$ cat src/design/etfi_pkg.sv
// Shared types, register indexes, reset values and fixed-point helpers of the fractal iterator.
`default_nettype none

package etfi_pkg;

  localparam int FRAC_BITS_DEF = 26;
  localparam int COORD_W       = 32;
  localparam int LIMIT_W       = 16;
  localparam int PIX_W         = 10;
  localparam int MODE_W        = 2;
  localparam int CFG_IDX_W     = 3;
  localparam int PROD_W        = 2 * COORD_W;
  localparam int SUM_W         = PROD_W + 2;

  // configuration register indexes
  localparam logic [CFG_IDX_W-1:0] REG_ORIGIN_RE = 3'd0;
  localparam logic [CFG_IDX_W-1:0] REG_STEP_RE   = 3'd1;
  localparam logic [CFG_IDX_W-1:0] REG_ORIGIN_IM = 3'd2;
  localparam logic [CFG_IDX_W-1:0] REG_STEP_IM   = 3'd3;
  localparam logic [CFG_IDX_W-1:0] REG_JULIA_RE  = 3'd4;
  localparam logic [CFG_IDX_W-1:0] REG_JULIA_IM  = 3'd5;
  localparam logic [CFG_IDX_W-1:0] REG_LIMIT     = 3'd6;
  localparam logic [CFG_IDX_W-1:0] REG_MODE      = 3'd7;

  // fractal modes; the unused code runs as Mandelbrot
  localparam logic [MODE_W-1:0] MODE_MANDEL = 2'd0;
  localparam logic [MODE_W-1:0] MODE_JULIA  = 2'd1;
  localparam logic [MODE_W-1:0] MODE_SHIP   = 2'd2;

  localparam logic signed [COORD_W-1:0] ORIGIN_RST = -32'sd134217728;
  localparam logic signed [COORD_W-1:0] STEP_RST   = 32'sd262144;
  localparam logic signed [COORD_W-1:0] JULIA_RST  = 32'sd0;
  localparam logic [LIMIT_W-1:0]        LIMIT_RST  = 16'd100;
  localparam logic [MODE_W-1:0]         MODE_RST   = MODE_MANDEL;

  typedef struct packed {
    logic [PIX_W-1:0] pixel_col;
    logic [PIX_W-1:0] pixel_row;
  } in_word_t;

  typedef struct packed {
    logic [PIX_W-1:0]   out_col;
    logic [PIX_W-1:0]   out_row;
    logic [LIMIT_W-1:0] iter_count;
    logic               inside_set;
  } out_word_t;

  // clamp a wide signed sum into the signed 32-bit range
  function automatic logic signed [COORD_W-1:0] sat32(input logic signed [SUM_W-1:0] v);
    logic signed [COORD_W-1:0] r;
    if (v > 66'sd2147483647) begin
      r = 32'sh7FFFFFFF;
    end else if (v < -66'sd2147483648) begin
      r = 32'sh80000000;
    end else begin
      r = signed'(v[COORD_W-1:0]);
    end
    return r;
  endfunction

  // absolute value, saturating the most negative code
  function automatic logic signed [COORD_W-1:0] abs_sat(input logic signed [COORD_W-1:0] v);
    logic signed [COORD_W-1:0] r;
    if (v == 32'sh80000000) begin
      r = 32'sh7FFFFFFF;
    end else if (v < 0) begin
      r = -v;
    end else begin
      r = v;
    end
    return r;
  endfunction

  // exact magnitude as an unsigned value
  function automatic logic [COORD_W-1:0] mag(input logic signed [COORD_W-1:0] v);
    logic [COORD_W-1:0] r;
    if (v < 0) begin
      r = unsigned'(-v);
    end else begin
      r = unsigned'(v);
    end
    return r;
  endfunction

endpackage

`default_nettype wire

$ cat src/design/escape_time_fractal_iterator.sv
// Escape-time fractal iterator: pixel mapping and z = z^2 + c loop on one shared multiplier.
`default_nettype none

// Takes one pixel word (column, row), maps it to the complex plane as
// origin + index * step on each axis, and iterates z = z^2 + c in signed
// fixed point with FRAC_BITS fraction bits (Q6.26 by default) until
// |re| + |im| > 4 after an update or until iteration_limit updates have run.
// Mandelbrot starts z at 0 with c at the pixel; Julia starts z at the pixel
// with c from julia_re/julia_im; burning ship is Mandelbrot with |re| and
// |im| taken before each squaring. The result word echoes the pixel and
// carries the count of non-escaping updates and an inside flag.
// Timing: one 32x32 signed multiplier does all the work, so a pixel runs
// through the mapping states (S_MAP_RE, S_MAP_IM, S_MAP_DONE), then per
// iteration the three products, the update and the escape test, then S_DONE
// hands the word to the output register. The sequencer then returns to idle
// to take the next word, so it takes no new pixel before the last one's word
// has been handed to the output register.
// in_stall is low only while the sequencer is idle; a finished word waits
// in the output register, so the next pixel can start while it is stalled.
// Write configuration only while no pixel is in flight.
module escape_time_fractal_iterator
  import etfi_pkg::*;
#(
  parameter int FRAC_BITS = FRAC_BITS_DEF
) (
  input  wire logic                 clk,
  input  wire logic                 rst_n,
  input  wire logic                 in_valid,
  output logic                      in_stall,
  input  wire in_word_t             in_data,
  output logic                      out_valid,
  input  wire logic                 out_stall,
  output out_word_t                 out_data,
  input  wire logic                 cfg_wr_en,
  input  wire logic [CFG_IDX_W-1:0] cfg_index,
  input  wire logic [COORD_W-1:0]   cfg_data
);

  localparam logic [PROD_W-1:0] ESC_BOUND = PROD_W'(4) << FRAC_BITS;

  typedef enum logic [9:0] {
    S_IDLE     = 10'b00_0000_0001,
    S_MAP_RE   = 10'b00_0000_0010,
    S_MAP_IM   = 10'b00_0000_0100,
    S_MAP_DONE = 10'b00_0000_1000,
    S_SQ_X     = 10'b00_0001_0000,
    S_SQ_Y     = 10'b00_0010_0000,
    S_XY       = 10'b00_0100_0000,
    S_UPD      = 10'b00_1000_0000,
    S_CHK      = 10'b01_0000_0000,
    S_DONE     = 10'b10_0000_0000
  } state_t;

  // configuration registers
  logic signed [COORD_W-1:0] origin_re_r, step_re_r, origin_im_r, step_im_r;
  logic signed [COORD_W-1:0] julia_re_r, julia_im_r;
  logic [LIMIT_W-1:0]        limit_r;
  logic [MODE_W-1:0]         mode_r;

  // sequencer and datapath
  state_t                    state_r, state_nxt;
  logic [LIMIT_W-1:0]        n_r, n_nxt;
  in_word_t                  pix_r;
  logic signed [COORD_W-1:0] p_re_r;
  logic signed [COORD_W-1:0] zr_r, zi_r, cr_r, ci_r;
  logic signed [PROD_W-1:0]  prod_r, xx_r, yy_r;
  logic                      out_valid_r, out_valid_nxt;
  out_word_t                 out_data_r;

  logic                      julia, ship;
  logic signed [COORD_W-1:0] x_op, y_op, mul_a, mul_b, p_im;
  logic [COORD_W:0]          esc_sum;
  logic                      escaped, out_free;

  assign julia = (mode_r == MODE_JULIA);
  assign ship  = (mode_r == MODE_SHIP);

  // burning ship folds z into the first quadrant before squaring
  assign x_op = ship ? abs_sat(zr_r) : zr_r;
  assign y_op = ship ? abs_sat(zi_r) : zi_r;

  // operand select for the shared multiplier
  always_comb begin
    case (state_r)
      S_MAP_RE: begin
        mul_a = signed'(COORD_W'(pix_r.pixel_col));
        mul_b = step_re_r;
      end
      S_MAP_IM: begin
        mul_a = signed'(COORD_W'(pix_r.pixel_row));
        mul_b = step_im_r;
      end
      S_SQ_X: begin
        mul_a = x_op;
        mul_b = x_op;
      end
      S_SQ_Y: begin
        mul_a = y_op;
        mul_b = y_op;
      end
      default: begin
        mul_a = x_op;
        mul_b = y_op;
      end
    endcase
  end

  assign p_im     = sat32(SUM_W'(origin_im_r) + SUM_W'(prod_r));
  assign esc_sum  = (COORD_W+1)'(mag(zr_r)) + (COORD_W+1)'(mag(zi_r));
  assign escaped  = PROD_W'(esc_sum) > ESC_BOUND;
  assign out_free = !out_valid_r || !out_stall;

  // configuration writes
  always_ff @(posedge clk) begin
    if (!rst_n) begin
      origin_re_r <= ORIGIN_RST;
      step_re_r   <= STEP_RST;
      origin_im_r <= ORIGIN_RST;
      step_im_r   <= STEP_RST;
      julia_re_r  <= JULIA_RST;
      julia_im_r  <= JULIA_RST;
      limit_r     <= LIMIT_RST;
      mode_r      <= MODE_RST;
    end else if (cfg_wr_en) begin
      case (cfg_index)
        REG_ORIGIN_RE: origin_re_r <= signed'(cfg_data);
        REG_STEP_RE:   step_re_r   <= signed'(cfg_data);
        REG_ORIGIN_IM: origin_im_r <= signed'(cfg_data);
        REG_STEP_IM:   step_im_r   <= signed'(cfg_data);
        REG_JULIA_RE:  julia_re_r  <= signed'(cfg_data);
        REG_JULIA_IM:  julia_im_r  <= signed'(cfg_data);
        REG_LIMIT:     limit_r     <= cfg_data[LIMIT_W-1:0];
        REG_MODE:      mode_r      <= cfg_data[MODE_W-1:0];
        default:       ;
      endcase
    end
  end

  // sequencer: map, then loop square/square/cross/update/test
  always_comb begin
    state_nxt     = state_r;
    n_nxt         = n_r;
    out_valid_nxt = out_valid_r && out_stall;
    case (state_r)
      S_IDLE: begin
        if (in_valid) begin
          state_nxt = S_MAP_RE;
        end
      end
      S_MAP_RE:   state_nxt = S_MAP_IM;
      S_MAP_IM:   state_nxt = S_MAP_DONE;
      S_MAP_DONE: begin
        n_nxt     = '0;
        // a zero limit runs no update at all
        state_nxt = (limit_r == '0) ? S_DONE : S_SQ_X;
      end
      S_SQ_X:     state_nxt = S_SQ_Y;
      S_SQ_Y:     state_nxt = S_XY;
      S_XY:       state_nxt = S_UPD;
      S_UPD:      state_nxt = S_CHK;
      S_CHK: begin
        if (escaped) begin
          state_nxt = S_DONE;
        end else begin
          n_nxt     = LIMIT_W'(n_r + 1'b1);
          state_nxt = (n_nxt == limit_r) ? S_DONE : S_SQ_X;
        end
      end
      S_DONE: begin
        // hold until the output register is free
        if (out_free) begin
          out_valid_nxt = 1'b1;
          state_nxt     = S_IDLE;
        end
      end
      default:    state_nxt = S_IDLE;
    endcase
  end

  always_ff @(posedge clk) begin
    if (!rst_n) begin
      state_r     <= S_IDLE;
      n_r         <= '0;
      out_valid_r <= 1'b0;
    end else begin
      state_r     <= state_nxt;
      n_r         <= n_nxt;
      out_valid_r <= out_valid_nxt;
    end
  end

  // datapath registers
  always_ff @(posedge clk) begin
    prod_r <= mul_a * mul_b;
    case (state_r)
      S_IDLE: begin
        if (in_valid) begin
          pix_r <= in_data;
        end
      end
      S_MAP_IM: p_re_r <= sat32(SUM_W'(origin_re_r) + SUM_W'(prod_r));
      S_MAP_DONE: begin
        if (julia) begin
          zr_r <= p_re_r;
          zi_r <= p_im;
          cr_r <= julia_re_r;
          ci_r <= julia_im_r;
        end else begin
          zr_r <= '0;
          zi_r <= '0;
          cr_r <= p_re_r;
          ci_r <= p_im;
        end
      end
      S_SQ_Y: xx_r <= prod_r >>> FRAC_BITS;
      S_XY:   yy_r <= prod_r >>> FRAC_BITS;
      S_UPD: begin
        // 2xy is the cross product shifted one bit less
        zr_r <= sat32(SUM_W'(xx_r) - SUM_W'(yy_r) + SUM_W'(cr_r));
        zi_r <= sat32(SUM_W'(prod_r >>> (FRAC_BITS - 1)) + SUM_W'(ci_r));
      end
      S_DONE: begin
        if (out_free) begin
          out_data_r.out_col    <= pix_r.pixel_col;
          out_data_r.out_row    <= pix_r.pixel_row;
          out_data_r.iter_count <= n_r;
          out_data_r.inside_set <= (n_r == limit_r);
        end
      end
      default: ;
    endcase
  end

  assign in_stall  = (state_r != S_IDLE);
  assign out_valid = out_valid_r;
  assign out_data  = out_data_r;

endmodule

`default_nettype wire

$ cat config.mk
export PLATFORM = sky130hd
export DESIGN_NAME = escape_time_fractal_iterator
export DESIGN_NICKNAME = d
export VERILOG_FILES = /design/src/design/etfi_pkg.sv /design/src/design/escape_time_fractal_iterator.sv
export SDC_FILE = /design/constraint.sdc
export NUM_CORES = 2
export LEC_CHECK = 0
export BUFFER_PORTS_ARGS = -buffer_cell sky130_fd_sc_hd__buf_2
export CORE_MARGIN = 1.5
export CORE_UTILIZATION = 40
export CTS_CLUSTER_DIAMETER = 150
export DETAILED_ROUTE_END_ITERATION = 10
export GPL_TIMING_DRIVEN = 0
export PLACE_DENSITY = 0.52
export RECOVER_POWER = 50
export SKIP_CTS_REPAIR_TIMING = 1
export SLEW_MARGIN = 5
export SYNTH_ARGS = -nofsm -noshare
export SYNTH_HDL_FRONTEND = slang
export SYNTH_SLANG_ARGS = --single-unit
$ cat constraint.sdc
create_clock -name clk -period 20.2 [get_ports clk]
set_input_delay 0 -clock clk [delete_from_list [all_inputs] [get_ports clk]]
set_output_delay 0 -clock clk [all_outputs]
set_load 0.005 [all_outputs]
==> flow_summary_export.csv <==
group,metric,value,unit
worst_setup_path,cp.required,20730,ps
sta,hold_viol,0,
sta,min_period_over_period,75.64,%
worst_setup_path,crit_fanout,10,
synthesis,synth_top_flop_cell,"dfxtp_1",
cts,cts.sinks,594,
worst_setup_path,arrival,15800,ps
worst_setup_path,end_kind,"register",
floorplan,io-pin-count,99,
cts,clock_path_buffers,3,
worst_setup_path,crit_path_max_incr_delay,970,ps
placed_design,gp_congestion,1.022,
worst_setup_path,reg2reg_to,"prod_r[63]",
placed_design,io_buffer_count,93,
synthesis,ys_types,98,
worst_setup_path,crit_top_cell,"fa_1",
floorplan,die_h,441.2,um
global_route,grt-ovfl-total,0,
global_route,grt_usage,33.95,%
worst_hold_path,hold_path_depth,2,
sta,final.setup_skew,46.16,ps
sta,finalSetupViolCount,0,
synthesis,syn_area_per_cell,8.645,um^2
sta,tightest_slew,2219,ps
floorplan,dieArea,194600,um^2
placed_design,post-place-ws,5189,ps
cts,insertion_delay,690,ps
route,wirelength,331300,um
cts,cts_tree,"built",
floorplan,start_util,40.34,%
run,maxCapViolCount,4,
synthesis,postSynthCellCount,8884,
cts,cts_root_buf,"clkbuf_16",
synthesis,synth_fp_nets,10490,
worst_setup_path,r2r_cells,40,
finish,layout_common_cells,"1,560 x nand2_1, 1,343 x inv_1, 1,123 x fa_1",
worst_setup_path,crit_path_top_delay_cell,"mux2i_2",
floorplan,die_w,441.2,um
global_route,grt_pass1_vias,65420,
route,viasPerCell,5.737,
sta,drv_slew,57,
sta,fin_ws,4922,ps
status,violations,"capacitance limit, slew limit",
worst_setup_path,crit_buf_inv,7,
finish,final_common_cell,"nand2_1",
route,drc,0,
worst_setup_path,r2r_slack,4920,ps
cts,htreeDepth,3,
sta,grt_setup_unrepaired,"no",
route,drtIter0Drc,7352,
sta,fin_crit,15280,ps
worst_setup_path,r2r_start,"zr_r[9]",
route,final_antenna_net_count,0,
worst_hold_path,hold_path_end,"pix_r[19]",
synthesis,synth_area_leaders,"fa_1 29%, edfxtp_1 11%, dfxtp_1 7.8%, nand2_1 7.6%, ha_1 6.9%",
worst_hold_path,hp-class,"input port to register",
route,num_vias,67160,
global_route,grt_pass1_wl,470500,um
sta,relSlewSlack,-48.71,%
synthesis,synth_edf_count,293,
route,drtPass1Iterations,6,
sta,fmax,0.06545,GHz
floorplan,core,190400,um^2
worst_hold_path,min_from,"in_data[19]",
status,status,"finished, violations left",
floorplan,num_rows,160,
synthesis,yosysWarnings,0,
finish,final_nets,10740,
worst_setup_path,criticalPathCategory,"register to register",
sta,finalSetupTns,0,ps
synthesis,synth.largest_area_cell,"fa_1",
route,post_drt_wl_per_cell,28.30,um
synthesis,ys_ff_latch,594,
worst_setup_path,critPathTopFamily,"compound AO/OA/AOI/OAI gates",
synthesis,synth_area,76800,um^2
finish,area_growth,9.024,%
synthesis,synth_top_area_share,29.30,%
finish,fin_util,43.98,%
finish,drive_above_1_share,3.332,%
global_route,antenna_found_initial,46,
sta,hold_ws,27.48,ps
synthesis,async_flop_share,0,%
cts,path_clk_slew,60,ps
synthesis,synth_seq_area_share,19.30,%
worst_setup_path,critPathLaunchType,"register",
global_route,grt_max_degree,54,
cts,cts_made_buffers,70,
placed_design,dp_hpwl,273900,um
==> through the flow <==
step           cell area (um^2)  std cells
3_5_place_dp              80780      11510
2_1_floorplan             76800       8884
3_3_place_gp              80410      11490
6_report                  83730      11710
5_1_grt                   83710      11700
4_1_cts                   83230      11640
==> cell families after synthesis <==
| logic type | count (synthesis) | share of synthesized area, % |
|---|---|---|
| buffers and inverters | 1785 | 8.775 |
| adder cells (fa/ha/maj) | 1550 | 36.24 |
| AND/OR/NAND/NOR | 2859 | 16.23 |
| XOR/XNOR | 339 | 3.866 |
| flip-flops | 594 | 19.30 |
| multiplexers | 29 | 0.3829 |
| AO/OA/AOI/OAI | 1728 | 15.21 |
==> worst max path at each step <==
stage / start / to / slack (ps) / depth (start not counted)
detailed placement: zr_r[9] / prod_r[63] / 5190 / 40
CTS: zr_r[9] / prod_r[63] / 5080 / 40
global route: zr_r[9] / prod_r[63] / 4820 / 41
finish: zr_r[9] / prod_r[63] / 4920 / 40
global placement: state_r[4] / prod_r[63] / 3760 / 34
floorplan: state_r[7] / prod_r[58] / 9480 / 35
==> synthesized netlist by cell type (all sizes together) (21+ instances only) <==
cell type,instances
a211oi,71
a21boi,215
a21o,176
a21oi,389
a221oi,36
a222oi,26
a22oi,36
a31oi,36
and2,93
and3,37
buf,28
clkbuf,413
dfxtp,301
edfxtp,293
fa,1124
ha,426
inv,1344
mux2i,26
nand2,1560
nand2b,59
nand3,110
nand4,70
nor2,579
nor2b,67
nor3,87
nor4,47
o211ai,59
o21a,70
o21ai,308
o21bai,60
o22ai,21
o31ai,44
or2,33
or3,38
xnor2,231
xor2,108
==> flip-flops by register name, summed over array words and instances (netlist names), 37 cells and up <==
signal	flops
out_data	37
yy_r	38
prod_r	64
xx_r	38
==> layer usage <==
| layer | vias up | global-route usage (%) | routed length, um |
|---|---|---|---|
| met4 | 26 | 13.94 | 16510 |
| met2 | 3248 | 50.38 | 140000 |
| met3 | 604 | 7.363 | 32250 |
| li1 | 29480 | - | - |
| met1 | 33800 | 47.83 | 142400 |
| met5 | - | 0 | 182 |
==> cell type report <==
type	count	area (um^2)
diodes	10	25.02
clock buffers	100	2057
inverters	1344	5046
flip-flops and latches	594	14830
plain buffers	441	1704
multi-input cells	6505	55310
fillers	19120	106700
well taps	2511	3142
repair buffers	171	1222
clock inverters	30	391.6
Power is not shown: default switching activity piles up to over one toggle a cycle in this logic, so the estimate is an artifact.
